===== config.mk =====
export PLATFORM = sky130hd
export DESIGN_NAME = in_order_release_reorder_buffer_top
export DESIGN_NICKNAME = d
export VERILOG_FILES = /design/src/rtl/iorrob_pkg.sv /design/src/rtl/iorrob_ctrl.sv /design/src/rtl/iorrob_dp.sv /design/src/rtl/in_order_release_reorder_buffer_top.sv
export SDC_FILE = /design/constraint.sdc
export NUM_CORES = 2
export LEC_CHECK = 0
export BUFFER_PORTS_ARGS = -buffer_cell sky130_fd_sc_hd__buf_2
export CAP_MARGIN = 10
export CORE_ASPECT_RATIO = 0.7
export CORE_UTILIZATION = 60
export CTS_CLUSTER_SIZE = 40
export DETAILED_ROUTE_END_ITERATION = 8
export HOLD_SLACK_MARGIN = 0.06
export MAX_ROUTING_LAYER = met4
export PLACE_DENSITY = 0.79
export SLEW_MARGIN = 20
export SYNTH_ARGS = -nofsm -noshare
export SYNTH_HDL_FRONTEND = slang
export SYNTH_SLANG_ARGS = --single-unit

===== constraint.sdc =====
create_clock -name aclk -period 8.83 [get_ports aclk]
set_input_delay 1.766 -clock aclk [delete_from_list [all_inputs] [get_ports aclk]]
set_output_delay 1.766 -clock aclk [all_outputs]
set_load 0.02 [all_outputs]

===== src/rtl/iorrob_pkg.sv =====
package iorrob_pkg;

    localparam int ID_W = 32;
    localparam int DATA_W = 64;
    localparam int RESULT_LIMIT = 32;
    localparam int CNT_W = $clog2(RESULT_LIMIT + 1);

    localparam logic STATUS_RELEASED = 1'b0;
    localparam logic STATUS_REJECTED = 1'b1;

    typedef struct packed {
        logic clr_wr;
        logic accept;
        logic calc;
        logic store;
        logic head_rd;
        logic take;
        logic emit_pend;
        logic emit_last;
        logic emit_rej;
    } ctrl_cmd_t;

    typedef struct packed {
        logic clr_last;
        logic out_of_window;
        logic rd_valid;
        logic limit_hit;
        logic pend_valid;
        logic out_free;
    } dp_stat_t;

endpackage


===== src/rtl/iorrob_ctrl.sv =====
module iorrob_ctrl (
    input  logic                   aclk,
    input  logic                   aresetn,
    input  logic                   s_valid,
    output logic                   s_ready,
    input  iorrob_pkg::dp_stat_t   st,
    output iorrob_pkg::ctrl_cmd_t  cmd
);
    import iorrob_pkg::*;

    localparam logic [2:0] S_CLEAR   = 3'd0;
    localparam logic [2:0] S_IDLE    = 3'd1;
    localparam logic [2:0] S_CALC    = 3'd2;
    localparam logic [2:0] S_CHECK   = 3'd3;
    localparam logic [2:0] S_REJ     = 3'd4;
    localparam logic [2:0] S_HEAD_RD = 3'd5;
    localparam logic [2:0] S_REL     = 3'd6;

    logic [2:0] state_reg;
    logic [2:0] state_next;

    always_ff @(posedge aclk) begin
        if (!aresetn) begin
            state_reg <= S_CLEAR;
        end else begin
            state_reg <= state_next;
        end
    end

    assign s_ready = (state_reg == S_IDLE);

    always_comb begin
        state_next = state_reg;
        cmd = '0;
        case (state_reg)
            S_CLEAR: begin
                cmd.clr_wr = 1'b1;
                if (st.clr_last) begin
                    state_next = S_IDLE;
                end
            end
            S_IDLE: begin
                if (s_valid) begin
                    cmd.accept = 1'b1;
                    state_next = S_CALC;
                end
            end
            S_CALC: begin
                if (st.out_of_window) begin
                    state_next = S_REJ;
                end else begin
                    cmd.calc = 1'b1;
                    state_next = S_CHECK;
                end
            end
            S_CHECK: begin
                if (st.rd_valid) begin
                    state_next = S_REJ;
                end else begin
                    cmd.store = 1'b1;
                    state_next = S_HEAD_RD;
                end
            end
            S_REJ: begin
                if (st.out_free) begin
                    cmd.emit_rej = 1'b1;
                    state_next = S_IDLE;
                end
            end
            S_HEAD_RD: begin
                cmd.head_rd = 1'b1;
                state_next = S_REL;
            end
            S_REL: begin
                if (st.rd_valid && !st.limit_hit) begin
                    if (!st.pend_valid || st.out_free) begin
                        cmd.emit_pend = st.pend_valid;
                        cmd.take = 1'b1;
                        state_next = S_HEAD_RD;
                    end
                end else if (!st.pend_valid) begin
                    state_next = S_IDLE;
                end else if (st.out_free) begin
                    cmd.emit_pend = 1'b1;
                    cmd.emit_last = 1'b1;
                    state_next = S_IDLE;
                end
            end
            default: begin
                state_next = S_IDLE;
            end
        endcase
    end

endmodule


===== src/rtl/iorrob_dp.sv =====
module iorrob_dp #(
    parameter int DEPTH = 32,
    parameter int PAYLOAD_WIDTH = 64
) (
    input  logic                               aclk,
    input  logic                               aresetn,
    input  logic [iorrob_pkg::ID_W-1:0]        s_seq_id,
    input  logic [iorrob_pkg::DATA_W-1:0]      s_payload,
    output logic                               m_valid,
    input  logic                               m_ready,
    output logic                               m_status,
    output logic [iorrob_pkg::ID_W-1:0]        m_out_id,
    output logic [iorrob_pkg::DATA_W-1:0]      m_out_payload,
    output logic                               m_last,
    input  iorrob_pkg::ctrl_cmd_t              cmd,
    output iorrob_pkg::dp_stat_t               st
);
    import iorrob_pkg::*;

    localparam int AW = $clog2(DEPTH);

    logic                     valid_mem [DEPTH];
    logic [PAYLOAD_WIDTH-1:0] payload_mem [DEPTH];

    logic [AW-1:0]            clr_idx_reg;
    logic [AW-1:0]            head_reg;
    logic [ID_W-1:0]          next_exp_reg;
    logic [ID_W-1:0]          seq_reg;
    logic [ID_W-1:0]          offset_reg;
    logic [PAYLOAD_WIDTH-1:0] data_reg;
    logic [AW-1:0]            slot_reg;
    logic                     rd_valid_reg;
    logic [PAYLOAD_WIDTH-1:0] rd_payload_reg;
    logic [CNT_W-1:0]         n_reg;
    logic                     pend_valid_reg;
    logic [ID_W-1:0]          pend_id_reg;
    logic [PAYLOAD_WIDTH-1:0] pend_payload_reg;
    logic                     out_valid_reg;
    logic                     out_valid_next;
    logic                     out_status_reg;
    logic [ID_W-1:0]          out_id_reg;
    logic [DATA_W-1:0]        out_payload_reg;
    logic                     out_last_reg;

    logic [AW:0]              slot_sum;
    logic [AW-1:0]            slot_calc;
    logic [AW-1:0]            head_inc;
    logic [AW-1:0]            rd_addr;
    logic                     wr_en;
    logic [AW-1:0]            wr_addr;
    logic                     wr_bit;
    logic [DATA_W-1:0]        pend_ext;

    always_comb begin
        slot_sum = {1'b0, head_reg} + {1'b0, offset_reg[AW-1:0]};
        if (slot_sum >= (AW + 1)'(DEPTH)) begin
            slot_calc = AW'(slot_sum - (AW + 1)'(DEPTH));
        end else begin
            slot_calc = slot_sum[AW-1:0];
        end
        if (head_reg == AW'(DEPTH - 1)) begin
            head_inc = '0;
        end else begin
            head_inc = head_reg + 1'b1;
        end
        rd_addr = cmd.calc ? slot_calc : head_reg;
        wr_en   = cmd.clr_wr || cmd.store || cmd.take;
        wr_bit  = cmd.store;
        if (cmd.clr_wr) begin
            wr_addr = clr_idx_reg;
        end else if (cmd.store) begin
            wr_addr = slot_reg;
        end else begin
            wr_addr = head_reg;
        end
        pend_ext = '0;
        pend_ext[PAYLOAD_WIDTH-1:0] = pend_payload_reg;
    end

    always_ff @(posedge aclk) begin
        if (wr_en) begin
            valid_mem[wr_addr] <= wr_bit;
        end
        if (cmd.calc || cmd.head_rd) begin
            rd_valid_reg <= valid_mem[rd_addr];
        end
    end

    always_ff @(posedge aclk) begin
        if (cmd.store) begin
            payload_mem[slot_reg] <= data_reg;
        end
        if (cmd.head_rd) begin
            rd_payload_reg <= payload_mem[head_reg];
        end
    end

    always_ff @(posedge aclk) begin
        if (cmd.accept) begin
            seq_reg    <= s_seq_id;
            offset_reg <= s_seq_id - next_exp_reg;
            data_reg   <= s_payload[PAYLOAD_WIDTH-1:0];
        end
        if (cmd.calc) begin
            slot_reg <= slot_calc;
        end
        if (cmd.take) begin
            pend_id_reg      <= next_exp_reg;
            pend_payload_reg <= rd_payload_reg;
        end
        if (cmd.emit_rej) begin
            out_status_reg  <= STATUS_REJECTED;
            out_id_reg      <= seq_reg;
            out_payload_reg <= '0;
            out_last_reg    <= 1'b1;
        end else if (cmd.emit_pend) begin
            out_status_reg  <= STATUS_RELEASED;
            out_id_reg      <= pend_id_reg;
            out_payload_reg <= pend_ext;
            out_last_reg    <= cmd.emit_last;
        end
    end

    always_comb begin
        if (cmd.emit_rej || cmd.emit_pend) begin
            out_valid_next = 1'b1;
        end else if (m_ready) begin
            out_valid_next = 1'b0;
        end else begin
            out_valid_next = out_valid_reg;
        end
    end

    always_ff @(posedge aclk) begin
        if (!aresetn) begin
            clr_idx_reg    <= '0;
            head_reg       <= '0;
            next_exp_reg   <= '0;
            n_reg          <= '0;
            pend_valid_reg <= 1'b0;
            out_valid_reg  <= 1'b0;
        end else begin
            out_valid_reg <= out_valid_next;
            if (cmd.clr_wr) begin
                clr_idx_reg <= clr_idx_reg + 1'b1;
            end
            if (cmd.accept) begin
                n_reg <= '0;
            end else if (cmd.take) begin
                n_reg <= n_reg + 1'b1;
            end
            if (cmd.take) begin
                head_reg       <= head_inc;
                next_exp_reg   <= next_exp_reg + 1'b1;
                pend_valid_reg <= 1'b1;
            end else if (cmd.emit_pend) begin
                pend_valid_reg <= 1'b0;
            end
        end
    end

    always_comb begin
        st.clr_last      = (clr_idx_reg == AW'(DEPTH - 1));
        st.out_of_window = (offset_reg >= ID_W'(DEPTH));
        st.rd_valid      = rd_valid_reg;
        st.limit_hit     = (n_reg == CNT_W'(RESULT_LIMIT));
        st.pend_valid    = pend_valid_reg;
        st.out_free      = !out_valid_reg || m_ready;
    end

    assign m_valid       = out_valid_reg;
    assign m_status      = out_status_reg;
    assign m_out_id      = out_id_reg;
    assign m_out_payload = out_payload_reg;
    assign m_last        = out_last_reg;

endmodule


===== src/rtl/in_order_release_reorder_buffer_top.sv =====
// Reorder buffer that takes items tagged with a 32-bit sequence number in any order and
// releases their payloads strictly in sequence order, starting from sequence number zero
// after reset. Items are held in a window of DEPTH slots beginning at the next expected
// number; an item outside that window, or one whose number is already pending, produces a
// single rejected item and is not stored. Every accepted item that completes a run releases
// that run, at most 32 items, and the final item it causes has m_last set; an item that is
// stored but not at the head produces nothing. After reset the block clears its whole slot
// valid memory before s_ready rises. One item is handled at a time: an item outside the
// window is checked and rejected, a duplicate is also looked up in its slot before it is
// rejected, and a stored item is written and then each item it releases takes a head read
// and a release step, since the slot memories have a single read port and registered read
// data. Stalls on m_ready hold the rejection and release steps.
module in_order_release_reorder_buffer_top #(
    parameter int DEPTH = 32,
    parameter int PAYLOAD_WIDTH = 64
) (
    input  logic                               aclk,
    input  logic                               aresetn,
    input  logic                               s_valid,
    output logic                               s_ready,
    input  logic [iorrob_pkg::ID_W-1:0]        s_seq_id,
    input  logic [iorrob_pkg::DATA_W-1:0]      s_payload,
    output logic                               m_valid,
    input  logic                               m_ready,
    output logic                               m_status,
    output logic [iorrob_pkg::ID_W-1:0]        m_out_id,
    output logic [iorrob_pkg::DATA_W-1:0]      m_out_payload,
    output logic                               m_last
);
    import iorrob_pkg::*;

    ctrl_cmd_t cmd;
    dp_stat_t  st;

    iorrob_ctrl u_ctrl (
        .aclk    (aclk),
        .aresetn (aresetn),
        .s_valid (s_valid),
        .s_ready (s_ready),
        .st      (st),
        .cmd     (cmd)
    );

    iorrob_dp #(
        .DEPTH         (DEPTH),
        .PAYLOAD_WIDTH (PAYLOAD_WIDTH)
    ) u_dp (
        .aclk          (aclk),
        .aresetn       (aresetn),
        .s_seq_id      (s_seq_id),
        .s_payload     (s_payload),
        .m_valid       (m_valid),
        .m_ready       (m_ready),
        .m_status      (m_status),
        .m_out_id      (m_out_id),
        .m_out_payload (m_out_payload),
        .m_last        (m_last),
        .cmd           (cmd),
        .st            (st)
    );

    a_rej_is_last: assert property (@(posedge aclk) disable iff (!aresetn)
        (m_valid && m_status == STATUS_REJECTED) |-> m_last)
        else $error("rejected item without last flag");

    a_one_at_a_time: assert property (@(posedge aclk) disable iff (!aresetn)
        (s_valid && s_ready) |=> !s_ready)
        else $error("second item taken while one is in progress");

    a_store_free_slot: assert property (@(posedge aclk) disable iff (!aresetn)
        cmd.store |-> (!st.rd_valid && !st.out_of_window))
        else $error("store into a pending or out of window slot");

    a_take_valid_head: assert property (@(posedge aclk) disable iff (!aresetn)
        cmd.take |-> (st.rd_valid && !st.limit_hit))
        else $error("release of an empty head slot or beyond the run limit");

endmodule

==> metrics <==
outcome=completed; final setup fails=0; number of synthesized flops with an enable pin=2406; DRC=0; clock latency at the later pin of the worst-skew pair=0.88 ns; critical path type=reg -> reg; logic gate share of total power=0.6%; Clock Pin Slew Worst Setup and Hold Paths=0.07 ns; FILL cells=9316; initial cell density of the core=60.6%; Switching Share=19.6%; gr usage total=30.9%; DIE HEIGHT=337 microns; Final Power=22.8 mW; # rows=122; max FFs per register=2048; first-pass GRT wire length=339000 microns; skew final=0.0370 ns; gpl congestion=0.864; post-synthesis net count=4415; Hold Vio Cnt, Final=0; most frequent cells in the layout=edfxtp_1 (2406), mux4_2 (640), clkbuf_16 (220), buf_2 (199), nand2_1 (168); crit-path most repeated cell=buf_4; Leak Pwr=33.3 nW; post-place instance area=99800 sq um; Final min period=4.74 ns; Yosys warning count=0; io pins=200; CP Capture Type=register; Port Buffers=199; DR pass1 iterations=5; clock sinks=2525; Pint=18.4 mW; post-route clock period utilization=53.7%; worst vdd ir=0.000196 V; part of the power in the clock network=42.9%; vias in the first global route=47200; Seq/Total Area, Yosys=77.8%; power density over the cells=213 nW/um^2; Synth Flop Type=edfxtp_1; DRT Wirelength=238000 microns; die area=162000 sq um; Die Span X=480 microns; register area=74700 sq um; Overflow after GRT=0; setup ws final=4.09 ns; ys async rst share=0%; largest net degree at the start of global routing=168; Seq pwr share=56.5%; Slew @ Worst Pin=1.21 ns; Critical Path, Cell by Cell=nor2b_1, nand3_1, clkinv_1, and2_1, nand2_1, nor2_4, buf_4, buf_4; reg2reg start=u_ctrl.state_reg[1]; clk root buf=clkbuf_16; routed vias=47200; WP data required=9.32 ns; Synth area leaders=edfxtp_1 (75%), mux4_2 (15%), dfxtp_1 (2.5%), mux2_2 (0.80%), nand2_1 (0.66%); R2R cell count=8; Crit path largest cell delay=0.76 ns; post-DP HPWL=117000 microns; Netlist cell types=78; reg2reg setup slack=4.09 ns; final antenna-violating net count=0; setup tns final=0 ns; Max H-tree Level=4; CP startpoint kind=register; vias per inst=6.85; Rel. slew slack=19.0%; CTS max path bufs=3; fin nets=4729; Setup Fix Bufs, Post-CTS=0; highest clock rate=211 MHz; Post-Syn Area=96000 sq um; Hold Path Class=reg -> reg; layout cells sized above 1=29.4%; max-slew violations=0; Worst Hold End=u_dp.pend_ext[48]; CP arrival=5.23 ns; Post-Place Worst Slack=4.14 ns; register bit count reported by yosys=2525; cell taking the most area after synthesis=edfxtp_1; initial drt markers=7082; Worst Path Max Fanout=37; Multi-input gate area=20600 sq um; most common cell after layout, fill and taps aside=edfxtp_1; hold buffer count at CTS=0; initial antenna violation count=10; CTS buffer count=216; Yosys top cell area share=75.3%; DR WL/cell=34.6 microns; hold path startpoint=u_dp.rd_payload_reg[48]; Design Area, Final=107000 sq um; CTS tree=yes; WHS Path Cells=0; Final Hold Slack=0.419 ns; CP max-delay cell=nor2_4; register bank with the most flops=u_dp.payload_mem; area delta synth->final=11.7%; CORE AREA=158000 sq um; Avg Cell Area, Syn=22.5 sq um; reg-to-reg critical path endpoint=u_dp.payload_mem[31][24]; RSZ-0062 raised after global routing=false; post-CTS sizing=0; maxcap violations=0; post-synthesis cell count=4271; Net Switching=4.47 mW
-- how the worst max path moves through the flow --
stage                   startpoint                        to  slack (ns)  depth (start not counted)
6_report       u_ctrl.state_reg[1]  u_dp.payload_mem[31][24]        4.09                          8
5_1_grt        u_ctrl.state_reg[1]  u_dp.payload_mem[31][24]        3.95                          8
2_1_floorplan              m_ready             u_dp.n_reg[4]        3.17                          8
4_1_cts        u_ctrl.state_reg[1]   u_dp.payload_mem[9][48]        4.08                          7
3_5_place_dp   u_ctrl.state_reg[1]   u_dp.payload_mem[9][45]        4.14                          7
3_3_place_gp           s_seq_id[9]       u_dp.offset_reg[31]        4.15                         10
-- stage by stage --
stage | utilization (%) | cells
after CTS | 67.5 | 6871
after global routing | 67.7 | 6887
after floorplan | - | 4271
final | 67.7 | 6888
after detailed placement | 63.0 | 6461
after global placement | 63.0 | 6461
-- cell families after synthesis --
group / count (synthesis) / synth area share, %
mux: 726 / 16.0
xor+xnor: 64 / 0.584
fa+ha+maj: 44 / 0.589
buf+inv: 244 / 1.05
simple gates: 457 / 2.39
compound gates: 211 / 1.63
flops: 2525 / 77.8
-- Yosys cell counts (6+ instances only) --
| cell type | count |
|---|---|
| edfxtp_1 | 2406 |
| mux4_2 | 640 |
| nand2_1 | 168 |
| dfxtp_1 | 119 |
| clkbuf_1 | 115 |
| nor2_1 | 113 |
| mux2_2 | 68 |
| a22o_1 | 64 |
| buf_2 | 56 |
| xnor2_1 | 51 |
| inv_1 | 43 |
| ha_1 | 42 |
| and2_1 | 39 |
| a21oi_1 | 35 |
| buf_1 | 24 |
| o21ai_0 | 23 |
| nand3_1 | 22 |
| mux2i_1 | 18 |
| nand2b_1 | 15 |
| a21boi_0 | 14 |
| and3_1 | 14 |
| nor3_1 | 14 |
| xor2_1 | 13 |
| a211oi_1 | 11 |
| nand4_1 | 11 |
| o21a_1 | 11 |
| nor2b_1 | 9 |
| nor4_2 | 8 |
| a22oi_1 | 7 |
| or3_1 | 7 |
| a21o_1 | 6 |
-- routing by layer --
layer | wire length [microns] | vias up | track usage (%)
li1 | - | 18500 | -
met1 | 89800 | 24800 | 42.4
met5 | 0 | - | -
met4 | 7650 | 0 | 9.66
met2 | 115000 | 3431 | 47.9
met3 | 25500 | 504 | 5.60
-- area by class of cell --
type	instances	area share, %
flip-flops and latches	2525	69.6
multi-input cells	1502	19.2
clock buffers	279	5.43
well taps	2108	2.46
repair buffers	294	1.79
clock inverters	131	1.34
inverters	46	0.166
diodes	3	0.00700
-- power groups by stage --
stage	Combinational [mW]	Sequential (mW)	Clock, mW
5_1_grt	0.140	12.9	10.3
3_3_place_gp	0.124	13.2	0
4_1_cts	0.127	12.9	9.89
2_1_floorplan	0.0719	13.2	0
3_5_place_dp	0.126	13.2	0
6_report	0.129	12.9	9.80
-- worst max-delay path, delay by kind of cell, from the launching register on --
kind | cells | cell delay (ns)
AND/OR/NAND/NOR | 5 | 1.97
flip-flops | 1 | 0.55
buffers and inverters | 3 | 1.79
Note: power is estimated with default switching activity, not from simulation.
